[config.mk]
export PLATFORM = sky130hd
export DESIGN_NAME = interval_alias_slot_assigner_top
export DESIGN_NICKNAME = d
export VERILOG_FILES = /design/src/rtl/core/iasa_pkg.sv /design/src/rtl/core/interval_alias_slot_assigner_top.sv /design/src/rtl/core/iasa_ctrl.sv /design/src/rtl/core/iasa_dp.sv
export SDC_FILE = /design/constraint.sdc
export NUM_CORES = 2
export LEC_CHECK = 0
export ABC_AREA = 1
export BUFFER_PORTS_ARGS = -buffer_cell sky130_fd_sc_hd__buf_2
export CAP_MARGIN = 20
export CELL_PAD_IN_SITES_DETAIL_PLACEMENT = 0
export CELL_PAD_IN_SITES_GLOBAL_PLACEMENT = 2
export CORE_MARGIN = 4
export CORE_UTILIZATION = 39
export DETAILED_ROUTE_END_ITERATION = 12
export PLACE_DENSITY = 0.77
export REMOVE_ABC_BUFFERS = 1
export SLEW_MARGIN = 20
export SYNTH_ARGS = -nofsm -noshare
export SYNTH_HDL_FRONTEND = slang
export SYNTH_SLANG_ARGS = --single-unit
[constraint.sdc]
create_clock -name clk -period 4.1 [get_ports clk]
set_clock_uncertainty 0.15 [all_clocks]
set_input_delay 0.615 -clock clk [delete_from_list [all_inputs] [get_ports clk]]
set_output_delay 0.615 -clock clk [all_outputs]
set_load 0.02 [all_outputs]
[src/rtl/core/iasa_pkg.sv]
`timescale 1ns / 1ps
// Shared types and constants for the interval alias slot assigner.
// No dependencies; imported by the controller, the datapath and the top level.
package iasa_pkg;

  // Fixed field widths of the stream payloads
  localparam int unsigned PASS_FIELD_W = 8;
  localparam int unsigned SIZE_W       = 40;
  localparam int unsigned SLOT_FIELD_W = 5;
  localparam int unsigned KIND_W       = 2;
  localparam int unsigned IN_TDATA_W   = 56;  // first, last, size
  localparam int unsigned OUT_TDATA_W  = 48;  // slot, opened, size, zero pad

  // Size used when the host sends zero
  localparam logic [SIZE_W-1:0] FALLBACK_BYTES = SIZE_W'(64 * 1024);

  // Result kinds
  localparam logic [KIND_W-1:0] KIND_ASSIGN = 2'd0;
  localparam logic [KIND_W-1:0] KIND_REPORT = 2'd1;
  localparam logic [KIND_W-1:0] KIND_FULL   = 2'd2;
  localparam logic [KIND_W-1:0] KIND_EMPTY  = 2'd3;

  // Controller to datapath commands
  typedef struct packed {
    logic cap;        // capture the input transfer
    logic srch;       // search the table, start size read
    logic asgn;       // commit assignment and load result
    logic fin_rd;     // start size read for the report slot
    logic fin_out;    // load one report result
    logic empty_out;  // load the empty report
  } iasa_cmd_t;

  // Datapath to controller status
  typedef struct packed {
    logic in_fin;     // current input transfer is a finish item
    logic no_slots;   // table is empty
    logic fin_last;   // report slot is the highest open slot
    logic out_free;   // output register may be loaded this cycle
  } iasa_sts_t;

endpackage

[src/rtl/core/interval_alias_slot_assigner_top.sv]
`timescale 1ns / 1ps
// Top level of the interval alias slot assigner: joins the sequencer and the
// datapath. Depends on iasa_pkg, iasa_ctrl and iasa_dp.
//
// Usage
//   Input channel (in_*): one transfer per interval, sorted by first pass.
//     in_tuser = 0 assigns the interval to the lowest slot whose last pass is
//     strictly before the interval's first pass, or opens a new slot if one is free.
//     in_tuser = 1 is a finish item: it reports every open slot's size in slot
//     order, tlast on the final report, then empties the table.
//   Output channel (out_*): result transfers; out_tuser gives the kind
//     (assignment, size report, table full, empty report).
//   Sequence: an interval is captured, then searched in parallel with the size
//     read (S_SRCH), then updated (S_UPD), which loads its result once the
//     output register is free. A finish item reads and reports one open slot
//     at a time (S_FRD, S_FOUT), set by the single read port of the size
//     memory; an empty table gives one empty report (S_FEMPTY). One item is in
//     flight at a time; in_tready returns the cycle after the item's last result
//     is loaded into the output register.
//   Reset: rst_n low empties the table and drops any pending result. No
//     clearing pass is needed; slot entries are only read once written.
//   Stall: a held-off result stays in the output register; the next input
//     transfer is still taken and worked up to the point of loading its result.
module interval_alias_slot_assigner_top
  import iasa_pkg::*;
#(
  parameter int unsigned SLOT_COUNT = 32,
  parameter int unsigned PASS_BITS  = 8
) (
  input  logic                   clk,
  input  logic                   rst_n,
  input  logic                   in_tvalid,
  output logic                   in_tready,
  input  logic [IN_TDATA_W-1:0]  in_tdata,   // first_pass[7:0], last_pass[15:8], size_bytes[55:16]
  input  logic                   in_tuser,   // mode[0]
  output logic                   out_tvalid,
  input  logic                   out_tready,
  output logic [OUT_TDATA_W-1:0] out_tdata,  // slot_index[4:0], opened_new[5],
                                             // slot_size[45:6], zero[47:46]
  output logic [KIND_W-1:0]      out_tuser,  // kind[1:0]
  output logic                   out_tlast
);

  iasa_cmd_t cmd;
  iasa_sts_t sts;

  // Sequencer: one item at a time, commands to the datapath
  iasa_ctrl u_ctrl (
    .clk       (clk),
    .rst_n     (rst_n),
    .in_tvalid (in_tvalid),
    .in_tready (in_tready),
    .sts       (sts),
    .cmd       (cmd)
  );

  // Slot table, size memory, search and output register
  iasa_dp #(
    .SLOT_COUNT (SLOT_COUNT),
    .PASS_BITS  (PASS_BITS)
  ) u_dp (
    .clk        (clk),
    .rst_n      (rst_n),
    .in_tdata   (in_tdata),
    .in_tuser   (in_tuser),
    .cmd        (cmd),
    .sts        (sts),
    .out_tvalid (out_tvalid),
    .out_tready (out_tready),
    .out_tdata  (out_tdata),
    .out_tuser  (out_tuser),
    .out_tlast  (out_tlast)
  );

endmodule

[src/rtl/core/iasa_ctrl.sv]
`timescale 1ns / 1ps
// Sequencer for the interval alias slot assigner: walks each item through
// search, update and report steps. Depends on iasa_pkg.
module iasa_ctrl
  import iasa_pkg::*;
(
  input  logic      clk,
  input  logic      rst_n,
  input  logic      in_tvalid,
  output logic      in_tready,
  input  iasa_sts_t sts,
  output iasa_cmd_t cmd
);

  typedef enum logic [2:0] {
    S_IDLE,
    S_SRCH,
    S_UPD,
    S_FRD,
    S_FOUT,
    S_FEMPTY
  } state_t;

  state_t state_r, state_nxt;

  assign in_tready = (state_r == S_IDLE);

  always_comb begin
    cmd       = '0;
    state_nxt = state_r;
    case (state_r)
      S_IDLE: begin
        if (in_tvalid) begin
          cmd.cap = 1'b1;
          if (!sts.in_fin) begin
            state_nxt = S_SRCH;
          end else if (sts.no_slots) begin
            state_nxt = S_FEMPTY;
          end else begin
            state_nxt = S_FRD;
          end
        end
      end
      S_SRCH: begin
        cmd.srch  = 1'b1;
        state_nxt = S_UPD;
      end
      S_UPD: begin
        if (sts.out_free) begin
          cmd.asgn  = 1'b1;
          state_nxt = S_IDLE;
        end
      end
      S_FRD: begin
        cmd.fin_rd = 1'b1;
        state_nxt  = S_FOUT;
      end
      S_FOUT: begin
        if (sts.out_free) begin
          cmd.fin_out = 1'b1;
          state_nxt   = sts.fin_last ? S_IDLE : S_FRD;
        end
      end
      S_FEMPTY: begin
        if (sts.out_free) begin
          cmd.empty_out = 1'b1;
          state_nxt     = S_IDLE;
        end
      end
      default: begin
        state_nxt = S_IDLE;
      end
    endcase
  end

  always_ff @(posedge clk) begin
    if (!rst_n) begin
      state_r <= S_IDLE;
    end else begin
      state_r <= state_nxt;
    end
  end

  a_one_cmd: assert property (@(posedge clk) disable iff (!rst_n)
    $onehot0({cmd.cap, cmd.srch, cmd.asgn, cmd.fin_rd, cmd.fin_out, cmd.empty_out}))
    else $error("iasa_ctrl: more than one command issued");

endmodule

[src/rtl/core/iasa_dp.sv]
`timescale 1ns / 1ps
// Datapath of the interval alias slot assigner: slot table, size memory,
// search logic and the output register. Depends on iasa_pkg.
module iasa_dp
  import iasa_pkg::*;
#(
  parameter int unsigned SLOT_COUNT = 32,
  parameter int unsigned PASS_BITS  = 8
) (
  input  logic                   clk,
  input  logic                   rst_n,
  input  logic [IN_TDATA_W-1:0]  in_tdata,
  input  logic                   in_tuser,
  input  iasa_cmd_t              cmd,
  output iasa_sts_t              sts,
  output logic                   out_tvalid,
  input  logic                   out_tready,
  output logic [OUT_TDATA_W-1:0] out_tdata,
  output logic [KIND_W-1:0]      out_tuser,
  output logic                   out_tlast
);

  localparam int unsigned IDX_W = (SLOT_COUNT > 1) ? $clog2(SLOT_COUNT) : 1;
  localparam int unsigned CNT_W = $clog2(SLOT_COUNT + 1);

  // Slot table: end passes in flops (compared in parallel), sizes in memory
  logic [PASS_BITS-1:0]  end_pass_r [SLOT_COUNT];
  logic [SIZE_W-1:0]     size_mem   [SLOT_COUNT];
  logic [CNT_W-1:0]      open_r;

  // Captured interval
  logic [PASS_BITS-1:0]  first_r;
  logic [PASS_BITS-1:0]  lastp_r;
  logic [SIZE_W-1:0]     size_r;
  logic [SIZE_W-1:0]     size_in;

  // Search results
  logic [SLOT_COUNT-1:0] hit;
  logic                  found;
  logic [IDX_W-1:0]      pick;
  logic                  found_r;
  logic [IDX_W-1:0]      pick_r;
  logic [SLOT_COUNT-1:0] gt_r;

  // Size memory port
  logic                  rd_en;
  logic [IDX_W-1:0]      rd_addr;
  logic [SIZE_W-1:0]     rd_data_r;
  logic                  mem_we;
  logic [IDX_W-1:0]      wr_addr;
  logic [SIZE_W-1:0]     wr_data;

  // Report walk
  logic [IDX_W-1:0]      fin_idx_r;
  logic                  full;

  // Output register
  logic                  out_valid_r;
  logic [OUT_TDATA_W-1:0] out_data_r;
  logic [KIND_W-1:0]     out_kind_r;
  logic                  out_last_r;
  logic                  load;
  logic [SLOT_FIELD_W-1:0] res_slot;
  logic                  res_opened;
  logic [SIZE_W-1:0]     res_size;
  logic [KIND_W-1:0]     res_kind;
  logic                  res_last;
  logic [SIZE_W-1:0]     upd_size;
  logic [IDX_W+SLOT_FIELD_W-1:0] pick_ext;
  logic [CNT_W+SLOT_FIELD_W-1:0] open_ext;
  logic [IDX_W+SLOT_FIELD_W-1:0] fin_ext;

  assign size_in = (in_tdata[55:16] == '0) ? FALLBACK_BYTES : in_tdata[55:16];
  assign full    = (open_r == CNT_W'(SLOT_COUNT));

  assign sts.in_fin   = in_tuser;
  assign sts.no_slots = (open_r == '0);
  assign sts.fin_last = ((CNT_W'(fin_idx_r) + CNT_W'(1)) == open_r);
  assign sts.out_free = !out_valid_r || out_tready;

  // Parallel compare, lowest open slot wins
  always_comb begin
    for (int i = 0; i < SLOT_COUNT; i++) begin
      hit[i] = (CNT_W'(i) < open_r) && (end_pass_r[i] < first_r);
    end
    found = |hit;
    pick  = '0;
    for (int i = SLOT_COUNT - 1; i >= 0; i--) begin
      if (hit[i]) begin
        pick = IDX_W'(i);
      end
    end
  end

  always_ff @(posedge clk) begin
    if (cmd.cap) begin
      first_r <= PASS_BITS'(in_tdata[7:0]);
      lastp_r <= PASS_BITS'(in_tdata[15:8]);
      size_r  <= size_in;
    end
    if (cmd.srch) begin
      found_r <= found;
      pick_r  <= pick;
      for (int i = 0; i < SLOT_COUNT; i++) begin
        gt_r[i] <= (lastp_r > end_pass_r[i]);
      end
    end
  end

  // Size memory: one read, one write per cycle, registered read data
  assign rd_en   = cmd.srch || cmd.fin_rd;
  assign rd_addr = cmd.srch ? pick : fin_idx_r;
  assign upd_size = (size_r > rd_data_r) ? size_r : rd_data_r;
  assign mem_we  = cmd.asgn && (found_r || !full);
  assign wr_addr = found_r ? pick_r : open_r[IDX_W-1:0];
  assign wr_data = found_r ? upd_size : size_r;

  always_ff @(posedge clk) begin
    if (mem_we) begin
      size_mem[wr_addr] <= wr_data;
    end
    if (rd_en) begin
      rd_data_r <= size_mem[rd_addr];
    end
  end

  // End pass table: raise on reuse, set on open
  always_ff @(posedge clk) begin
    for (int i = 0; i < SLOT_COUNT; i++) begin
      if (mem_we && (wr_addr == IDX_W'(i)) && (!found_r || gt_r[i])) begin
        end_pass_r[i] <= lastp_r;
      end
    end
  end

  // Open count and report index
  always_ff @(posedge clk) begin
    if (!rst_n) begin
      open_r    <= '0;
      fin_idx_r <= '0;
    end else begin
      if (cmd.cap) begin
        fin_idx_r <= '0;
      end else if (cmd.fin_out) begin
        fin_idx_r <= fin_idx_r + IDX_W'(1);
      end
      if (cmd.asgn && !found_r && !full) begin
        open_r <= open_r + CNT_W'(1);
      end else if (cmd.fin_out && sts.fin_last) begin
        open_r <= '0;
      end
    end
  end

  // Result selection
  assign pick_ext = (IDX_W + SLOT_FIELD_W)'(pick_r);
  assign open_ext = (CNT_W + SLOT_FIELD_W)'(open_r);
  assign fin_ext  = (IDX_W + SLOT_FIELD_W)'(fin_idx_r);
  assign load     = cmd.asgn || cmd.fin_out || cmd.empty_out;

  always_comb begin
    res_kind   = KIND_EMPTY;
    res_slot   = '0;
    res_opened = 1'b0;
    res_size   = '0;
    res_last   = 1'b1;
    if (cmd.asgn) begin
      if (found_r) begin
        res_kind = KIND_ASSIGN;
        res_slot = pick_ext[SLOT_FIELD_W-1:0];
        res_size = upd_size;
      end else if (full) begin
        res_kind = KIND_FULL;
      end else begin
        res_kind   = KIND_ASSIGN;
        res_slot   = open_ext[SLOT_FIELD_W-1:0];
        res_opened = 1'b1;
        res_size   = size_r;
      end
    end else if (cmd.fin_out) begin
      res_kind = KIND_REPORT;
      res_slot = fin_ext[SLOT_FIELD_W-1:0];
      res_size = rd_data_r;
      res_last = sts.fin_last;
    end
  end

  always_ff @(posedge clk) begin
    if (!rst_n) begin
      out_valid_r <= 1'b0;
    end else if (load) begin
      out_valid_r <= 1'b1;
    end else if (out_tready) begin
      out_valid_r <= 1'b0;
    end
  end

  always_ff @(posedge clk) begin
    if (load) begin
      out_data_r <= {2'b00, res_size, res_opened, res_slot};
      out_kind_r <= res_kind;
      out_last_r <= res_last;
    end
  end

  assign out_tvalid = out_valid_r;
  assign out_tdata  = out_data_r;
  assign out_tuser  = out_kind_r;
  assign out_tlast  = out_last_r;

  a_open_bound: assert property (@(posedge clk) disable iff (!rst_n)
    open_r <= CNT_W'(SLOT_COUNT))
    else $error("iasa_dp: open slot count beyond table depth");

  a_no_overwrite: assert property (@(posedge clk) disable iff (!rst_n)
    load |-> (!out_valid_r || out_tready))
    else $error("iasa_dp: pending result overwritten");

  a_fin_clears: assert property (@(posedge clk) disable iff (!rst_n)
    (cmd.fin_out && sts.fin_last) |=> (open_r == '0))
    else $error("iasa_dp: table not cleared after final report");

endmodule
== Word level (Yosys, flattened, before mapping) ==
Memory sizes are Yosys's and may differ from the RTL's. A register that Yosys moved wholly into a read port is not among the register bits.
Index checks and enable logic that the tools add are counted.
W data, S select, Z words.
Storage, ports and cells
  bits in registers: 158
  bits in writable memories: 1536
  input port bits: 61
  output and inout port bits: 53
  word-level logic and storage cells: 570
  memories: 2
Cells by class
  add/sub/neg operators: 3
  magnitude comparators: 97
  equality and inequality tests: 41
  mux-type cells: 227
  bitwise operators: 3
  reductions and logical operators: 183
Memories
  u_dp.size_mem: words 32, bits a word 40, rd ports 1, clocked after memory_dff 1, wr ports 1, line iasa_dp.sv:28  | logic [SIZE_W-1:0] size_mem [SLOT_COUNT];
  u_dp.end_pass_r: words 32, bits a word 8, rd ports 32, clocked after memory_dff 0, wr ports 1, line iasa_dp.sv:27  | logic [PASS_BITS-1:0] end_pass_r [SLOT_COUNT];
Operator list (number)
  $mux W5: 69
  $gt A8 B8 Y1: 32
  $lt A8 B8 Y1: 32
  $mux W8: 31
  $reduce_or A8 Y1: 31
  $mux W40: 6
  $mux W1: 108
  $logic_and A1 B1 Y1: 100
  $lt A5 B6 Y1 const A: 16
  $eq A5 B5 Y1 const B: 16
  $lt A4 B6 Y1 const A: 8
  $eq A5 B4 Y1 const B: 8
  $gt A40 B40 Y1: 1
  $logic_not A40 Y1: 1
  $logic_or A1 B1 Y1: 37
  $reduce_or A32 Y1: 1
  $lt A3 B6 Y1 const A: 4
  $eq A5 B3 Y1 const B: 4
  $mux W3: 5
  $pmux W3 S5: 1
  $lt A1 B6 Y1 const A: 2
  $lt A2 B6 Y1 const A: 2
  $mux W6: 2
  $eq A5 B2 Y1 const B: 2
  other kinds (20): 35

== Longest topological paths before layout ==
  depth after elaboration: 41
  mapped depth: 50
  depth with buffers taken out: 48

== Hierarchy ==
From an unflattened synthesis, not the netlist that was laid out.
Unflattened totals
  cell total of the unflattened synthesis: 8033
  area total of the unflattened synthesis: 84851.4 sq um
Modules (own cells, without submodules)
  iasa_dp: instances 1, cells an instance 7986, area each 84592.4 sq um, sequential area each 51859.7 sq um
  iasa_ctrl: instances 1, cells an instance 47, area each 259.0 sq um, sequential area each 60.1 sq um

== Worst setup path before layout ==
Ideal clock, no wire load.
  kind: register to register
  start: register u_dp.first_r[7]
  end: register u_dp.rd_data_r[0] (read register of u_dp.size_mem) (data pin)
  setup time: 253 ps
  arrival time: 4104 ps
  required time: 3697 ps
  path slack: -407 ps
  stages on the path, launching flop included: 50
  path buffers: 3
  period minus slack after synthesis: 4507 ps
  path through: edfxtp_1 -> inv_1 -> ha_1 -> nand2_1 -> inv_1 -> nand2_1 -> nand4_1 -> a21oi_1 -> nand2_1 -> nand2_1 -> nand2_1 -> nand2_1 -> nand2_1 -> nand2_1 -> nand2_1 -> nand2_1 -> nand2_1 -> nand2_1 -> [14 not listed] -> nand2_1 -> nand2_1 -> nand2_1 -> nand2_1 -> nand2_1 -> nand2_1 -> nand3_2 -> buf_6 -> buf_6 -> buf_2 -> nand3_1 -> nand2_1 -> nand2_1 -> nand3_1 -> nand3_1 -> nand2_1 -> nand2_1 -> nand2_1
On the way
  cells in the longest elaborated chain, start to end: 35
  elaborated cells on any way between the ends: 97
  classes of those cells: order compare: 32; mux: 33; reduce/logical: 32
Ends and longest elaborated chain
  from (decl): line iasa_dp.sv:32  | logic [PASS_BITS-1:0] first_r;
  from (signal assigned): line iasa_dp.sv:97  | first_r <= PASS_BITS'(in_tdata[7:0]);
  $lt A8 B8 Y1: line iasa_dp.sv:84  | hit[i] = (CNT_W'(i) < open_r) && (end_pass_r[i] < first_r);
  $logic_and A1 B1 Y1: line iasa_dp.sv:84
  $mux W5 (31 in a row): line iasa_dp.sv:89  | if (hit[i]) begin
  $mux W5 (*): line iasa_dp.sv:89
  $mux W5 (*): line iasa_dp.sv:112  | assign rd_addr = cmd.srch ? pick : fin_idx_r;
  to (decl): line iasa_dp.sv:48  | logic [SIZE_W-1:0] rd_data_r;
Mark *: on every way between the ends. The rest lies on a longest branch, timed or not.
A chain may end at the register's enable or synchronous reset.

== Worst setup path in the final report ==
  start: register u_dp.first_r[3]
  end: register u_dp.rd_data_r[34] (read register of u_dp.size_mem) (data pin)
The elaborated chain is that of the path after synthesis.

==> results by stage <==
Global routing:
- In the global route stage, overall resource usage came out at 25.5%.
- The number of antenna violations at the first check in global routing is 8.
- The number of global-route vias before repair is 60764.
- Summed over all layers, the global routing overflow is 0.
- The first-pass GRT wire length is between 400 and 500 mm.
- The largest net degree at the start of global routing is roughly 140.

Setup path:
- On the critical path the largest part of the delay comes from simple AND/OR/NAND/NOR gates.
- At the worst endpoint, the arrival time is 5460 ps.
- The critical path runs through a total of 41 cells.
- STA classifies the critical path endpoint as a flip-flop.
- The capture point of the critical path is u_dp.rd_data_r[34]$_DFFE_PP_.
- Measured in cells, the most critical reg-to-reg path has a length of 41.
- The flop-to-flop setup slack is -930 ps.
- The critical path in this run is classified as flip-flop to flip-flop.
- The critical path startpoint category is a flip-flop.
- The end of the worst register-to-register path is u_dp.rd_data_r[34]$_DFFE_PP_.
- The source of the critical timing path is u_dp.first_r[3]$_DFFE_PP_.
- The slowest stage cell on the critical path is sky130_fd_sc_hd__edfxtp_1.
- The longest individual stage delay on the worst path is 370 ps.
- In this run the worst path has a maximum fanout of 11.
- The startpoint identified for the worst register-to-register timing path is u_dp.first_r[3]$_DFFE_PP_.
- The most frequent cell on the critical path is sky130_fd_sc_hd__nand2_1.
- Counting both buffers and inverters, the worst setup path holds a total of 9.
- The critical path required time is between 4000 and 5000 ps.

STA:
- The minimum clock period after layout is 5030 ps.
- After layout, the worst setup slack is -933 ps.
- After routing, the total negative slack on setup checks comes to -33310 ps.
- For the pin with the worst max-slew slack, the measured transition is 1120 ps.
- Timing would allow up to 199 MHz.
- The final setup violation count is 40.
- The final worst-path cycle share is 123%.
- The headroom to the max-slew limit is between 20% and 30%.
- The final-report hold violation count was 0.
- The count of final max-slew check failures came to 0.
- Setup repair after global routing could not meet its margin everywhere.

Synth:
- In this run, distinct cell masters in the synthesized netlist total 48.
- The share of the Yosys chip area taken by registers is between 60% and 70%.
- The count of yosys warnings during synthesis is 0.
- The synthesized netlist devotes 4.55% of its cell area to compound gates.
- The share of synthesized area spent on multiplexers is 0%.
- A synthesized cell averages between 10 and 15 um2.
- The most used flip-flop cell after synthesis is sky130_fd_sc_hd__edfxtp_1.
- The post-synthesis share of cell area spent on full adders, half adders and majority gates is 7.72%.
- The xor/xnor share of the synthesized area is 0.0722%.
- The share of flip-flops with an asynchronous set or reset after synthesis is 0%.
- The flop and latch count out of synthesis is between 1500 and 2000.
- The number of synthesized flops with an enable pin is 1719.
- Summing the areas of all and, or, nand and nor instances in the mapped netlist gives 19.2% of the synthesized area.
- The cell area after technology mapping is 84900 um2.
- Counting every instance in the synthesized netlist gives roughly 8000.
- After synthesis, the largest family of logic cells by area is simple AND/OR/NAND/NOR gates.

Worst hold path:
- The path class of the lowest-slack min-delay path is primary input to flip-flop.

Floorplan:
- For this configuration, the core starts out at a cell density of roughly two fifths.
- The floorplan step defined a die boundary enclosing 225000 um2.
- The placement row count is 171.
- After floorplanning, the core was sized to cover 217000 um2.
- The number of placed I/O pins is 114.
- Measured along the x axis, the die boundary spans 475 um.
- The die boundary height is 475 um.

Power:
- The worst-case vdd ir drop is 0.480 mV.
- The total power divided by cell area is 646 nW/um2.
- The leakage power total is 44.1 nW.

Job:
- Across the run, the number of max-cap violations was 0.

CTS:
- TritonCTS created 195 clock buffers.
- The clock slew seen by the registers of the worst setup and hold paths is 60 ps.
- TritonCTS built the clock tree.
- The clock root buffer master is sky130_fd_sc_hd__clkbuf_16.
- The clock sink count is approximately 1700.
- At the later pin of the worst-skew pair, clock insertion delay measures ~840 ps.
- The longest clock path from root to sink contains 3 buffers.
- The H-tree generated during clock tree synthesis spans 4 levels.

Detailed routing:
- The first detailed-routing pass ran for 5 iterations.
- Dividing the detail-routed wire length by the instance count gives 25.4 um.
- The number of vias per cell after detailed routing is 5.40.
- The detailed-route via count is 63298.
- The residual antenna-violating net count after detailed routing is 0.
- The DRC violation count after routing is 0.
- The detailed router finished its first iteration with 6353 violations.
- The routed design has 298 mm of wire.

Placed design:
- The number of I/O port buffers is 111.
- Routability-driven placement finished with a final weighted congestion of between 0.8 and 0.9.
- The total placed cells including tap cells is about 11000.
- The instance area after placement is 93700 um2.
- The placed wire-length estimate after detailed placement is 163 mm.
- The worst slack at placement is -1170 ps.

Cells and area:
- The library cells used most frequently in the layout, excluding fill and tap cells, are sky130_fd_sc_hd__edfxtp_1 (1719), sky130_fd_sc_hd__nand2_1 (1686), sky130_fd_sc_hd__nand3_1 (1208), sky130_fd_sc_hd__inv_1 (1027), sky130_fd_sc_hd__ha_1 (507).
- Relative to the synthesized area, the layout overhead comes to 24.4%.
- The count of cells in the finished layout, fillers not included, comes to 11726.
- The design area is 106000 um2.
- The layout net count is between 9000 and 10000.
- The most common cell after layout, fill and taps aside is sky130_fd_sc_hd__edfxtp_1.
- In the final layout, the share of cells above drive strength 1 is between 10% and 20%.

Outcome:
- The run finished, with violations left.
- The final reports fail on negative setup slack.
where the power goes:
group	switching, mW	internal (mW)	total, mW
Combinational	17.2	9.46	26.7
Sequential	0.606	23.7	24.3
Clock	7.46	9.79	17.3
Total	25.3	43.0	68.2
final cells by class:
cell class              count  area, um2
clock buffers             232       5040
clock inverters           128       1160
multi-input cells        4805      28700
fillers                 19563     111000
flip-flops and latches   1734      51900
inverters                1048       3960
well taps                2854       3570
diodes                      2       5.00
repair buffers            923      11300
timing repair:
item	4_1_cts	5_1_grt
setup buffers	67	29
hold endpoints to repair	58	0
gates resized for setup	219	298
setup endpoints to repair	40	40
cloned	34	53
hold buffers	57	0
pin swaps	68	178
worst min-delay path by stage:
stage,start,endpoint,slack (ps),cells past startpoint
3_5_place_dp,u_ctrl.state_r[0]$_SDFFE_PN0P_,u_ctrl.state_r[0]$_SDFFE_PN0P_,370,2
4_1_cts,in_tuser,u_ctrl.state_r[2]$_SDFFE_PN0P_,250,5
6_report,in_tuser,u_ctrl.state_r[2]$_SDFFE_PN0P_,330,5
2_1_floorplan,u_ctrl.state_r[0]$_SDFFE_PN0P_,u_ctrl.state_r[0]$_SDFFE_PN0P_,320,2
3_3_place_gp,u_ctrl.state_r[0]$_SDFFE_PN0P_,u_ctrl.state_r[0]$_SDFFE_PN0P_,350,2
5_1_grt,in_tdata[2],u_dp.first_r[2]$_DFFE_PP_,310,2
worst register-to-register path, delay by kind of cell, from the launching register on:
kind | cells | cell delay [ps]
and+or+nand+nor | 27 | 1870
buffers and inverters | 9 | 1440
AOI/OAI and AO/OA | 4 | 680
DFF | 1 | 370
adders and majority gates | 1 | 260
logic make-up (layout without fill, tap and decap cells):
kind of cell,count (synthesis),count (layout)
compound gates,662,662
xor+xnor,7,7
fa+ha+maj,524,524
buf+inv,1474,2331
flops,1734,1734
other cells,1,4
simple gates,3609,3610
metal layers:
layer	vias to the layer above	part of all wire, %	track usage (%)
met5	-	0.0044	0
met4	2	2.8	6.69
met3	436	6.7	3.16
met2	2244	47	41.6
met1	31508	44	36.0
li1	29108	-	-
synth_stat cells (5+ instances only):
cell type / count / area [um2]
sky130_fd_sc_hd__o21bai_1: 6 / 45.0
sky130_fd_sc_hd__o211ai_1: 32 / 240
sky130_fd_sc_hd__o21a_1: 71 / 533
sky130_fd_sc_hd__nand3_1: 1369 / 6850
sky130_fd_sc_hd__nor4_1: 13 / 81.3
sky130_fd_sc_hd__o2111ai_1: 12 / 105
sky130_fd_sc_hd__nor3_1: 34 / 170
sky130_fd_sc_hd__a21o_1: 17 / 128
sky130_fd_sc_hd__buf_2: 53 / 265
sky130_fd_sc_hd__o221a_2: 7 / 78.8
sky130_fd_sc_hd__inv_2: 5 / 18.8
sky130_fd_sc_hd__nand2_1: 1796 / 6740
sky130_fd_sc_hd__o21ai_0: 182 / 911
sky130_fd_sc_hd__dfxtp_1: 15 / 300
sky130_fd_sc_hd__nor2_1: 149 / 559
sky130_fd_sc_hd__nand4_1: 26 / 163
sky130_fd_sc_hd__nand3_2: 40 / 400
sky130_fd_sc_hd__buf_6: 61 / 687
sky130_fd_sc_hd__buf_4: 34 / 255
sky130_fd_sc_hd__a21oi_1: 272 / 1360
sky130_fd_sc_hd__nand3b_1: 175 / 1310
sky130_fd_sc_hd__edfxtp_1: 1719 / 51600
sky130_fd_sc_hd__a21boi_0: 6 / 45.0
sky130_fd_sc_hd__xor2_1: 6 / 52.6
sky130_fd_sc_hd__a211oi_1: 14 / 105
sky130_fd_sc_hd__inv_1: 1042 / 3910
sky130_fd_sc_hd__a31oi_1: 17 / 106
sky130_fd_sc_hd__clkbuf_1: 202 / 758
sky130_fd_sc_hd__ha_1: 524 / 6560
sky130_fd_sc_hd__buf_1: 76 / 285
through the flow:
| stage | hold WS (ps) | power [mW] | utilization, % |
|---|---|---|---|
| floorplan | 322 | 35.7 | - |
| global placement | 350 | 48.5 | 43.2 |
| detailed placement | 366 | 48.8 | 43.2 |
| CTS | 247 | 67.2 | 47.5 |
| global route | 312 | 71.5 | 48.7 |
| finish | 327 | 68.2 | 48.7 |
flip-flops by register name, summed over array words and instances, names as in the netlist:
| name | cells |
|---|---|
| u_dp.out_tuser | 2 |
| u_dp.open_r | 6 |
| u_ctrl.state_r | 3 |
| u_dp.end_pass_r | 256 |
| u_dp.pick_r | 5 |
| u_dp.gt_r | 32 |
| u_dp.lastp_r | 8 |
| u_dp.first_r | 8 |
| u_dp.out_tvalid | 1 |
| u_dp.out_tlast | 1 |
| u_dp.rd_data_r | 40 |
| u_dp.out_tdata | 46 |
| u_dp.fin_idx_r | 5 |
| u_dp.found_r | 1 |
| u_dp.size_mem | 1280 |
| u_dp.size_r | 40 |
(Power assumes the default switching activity.)
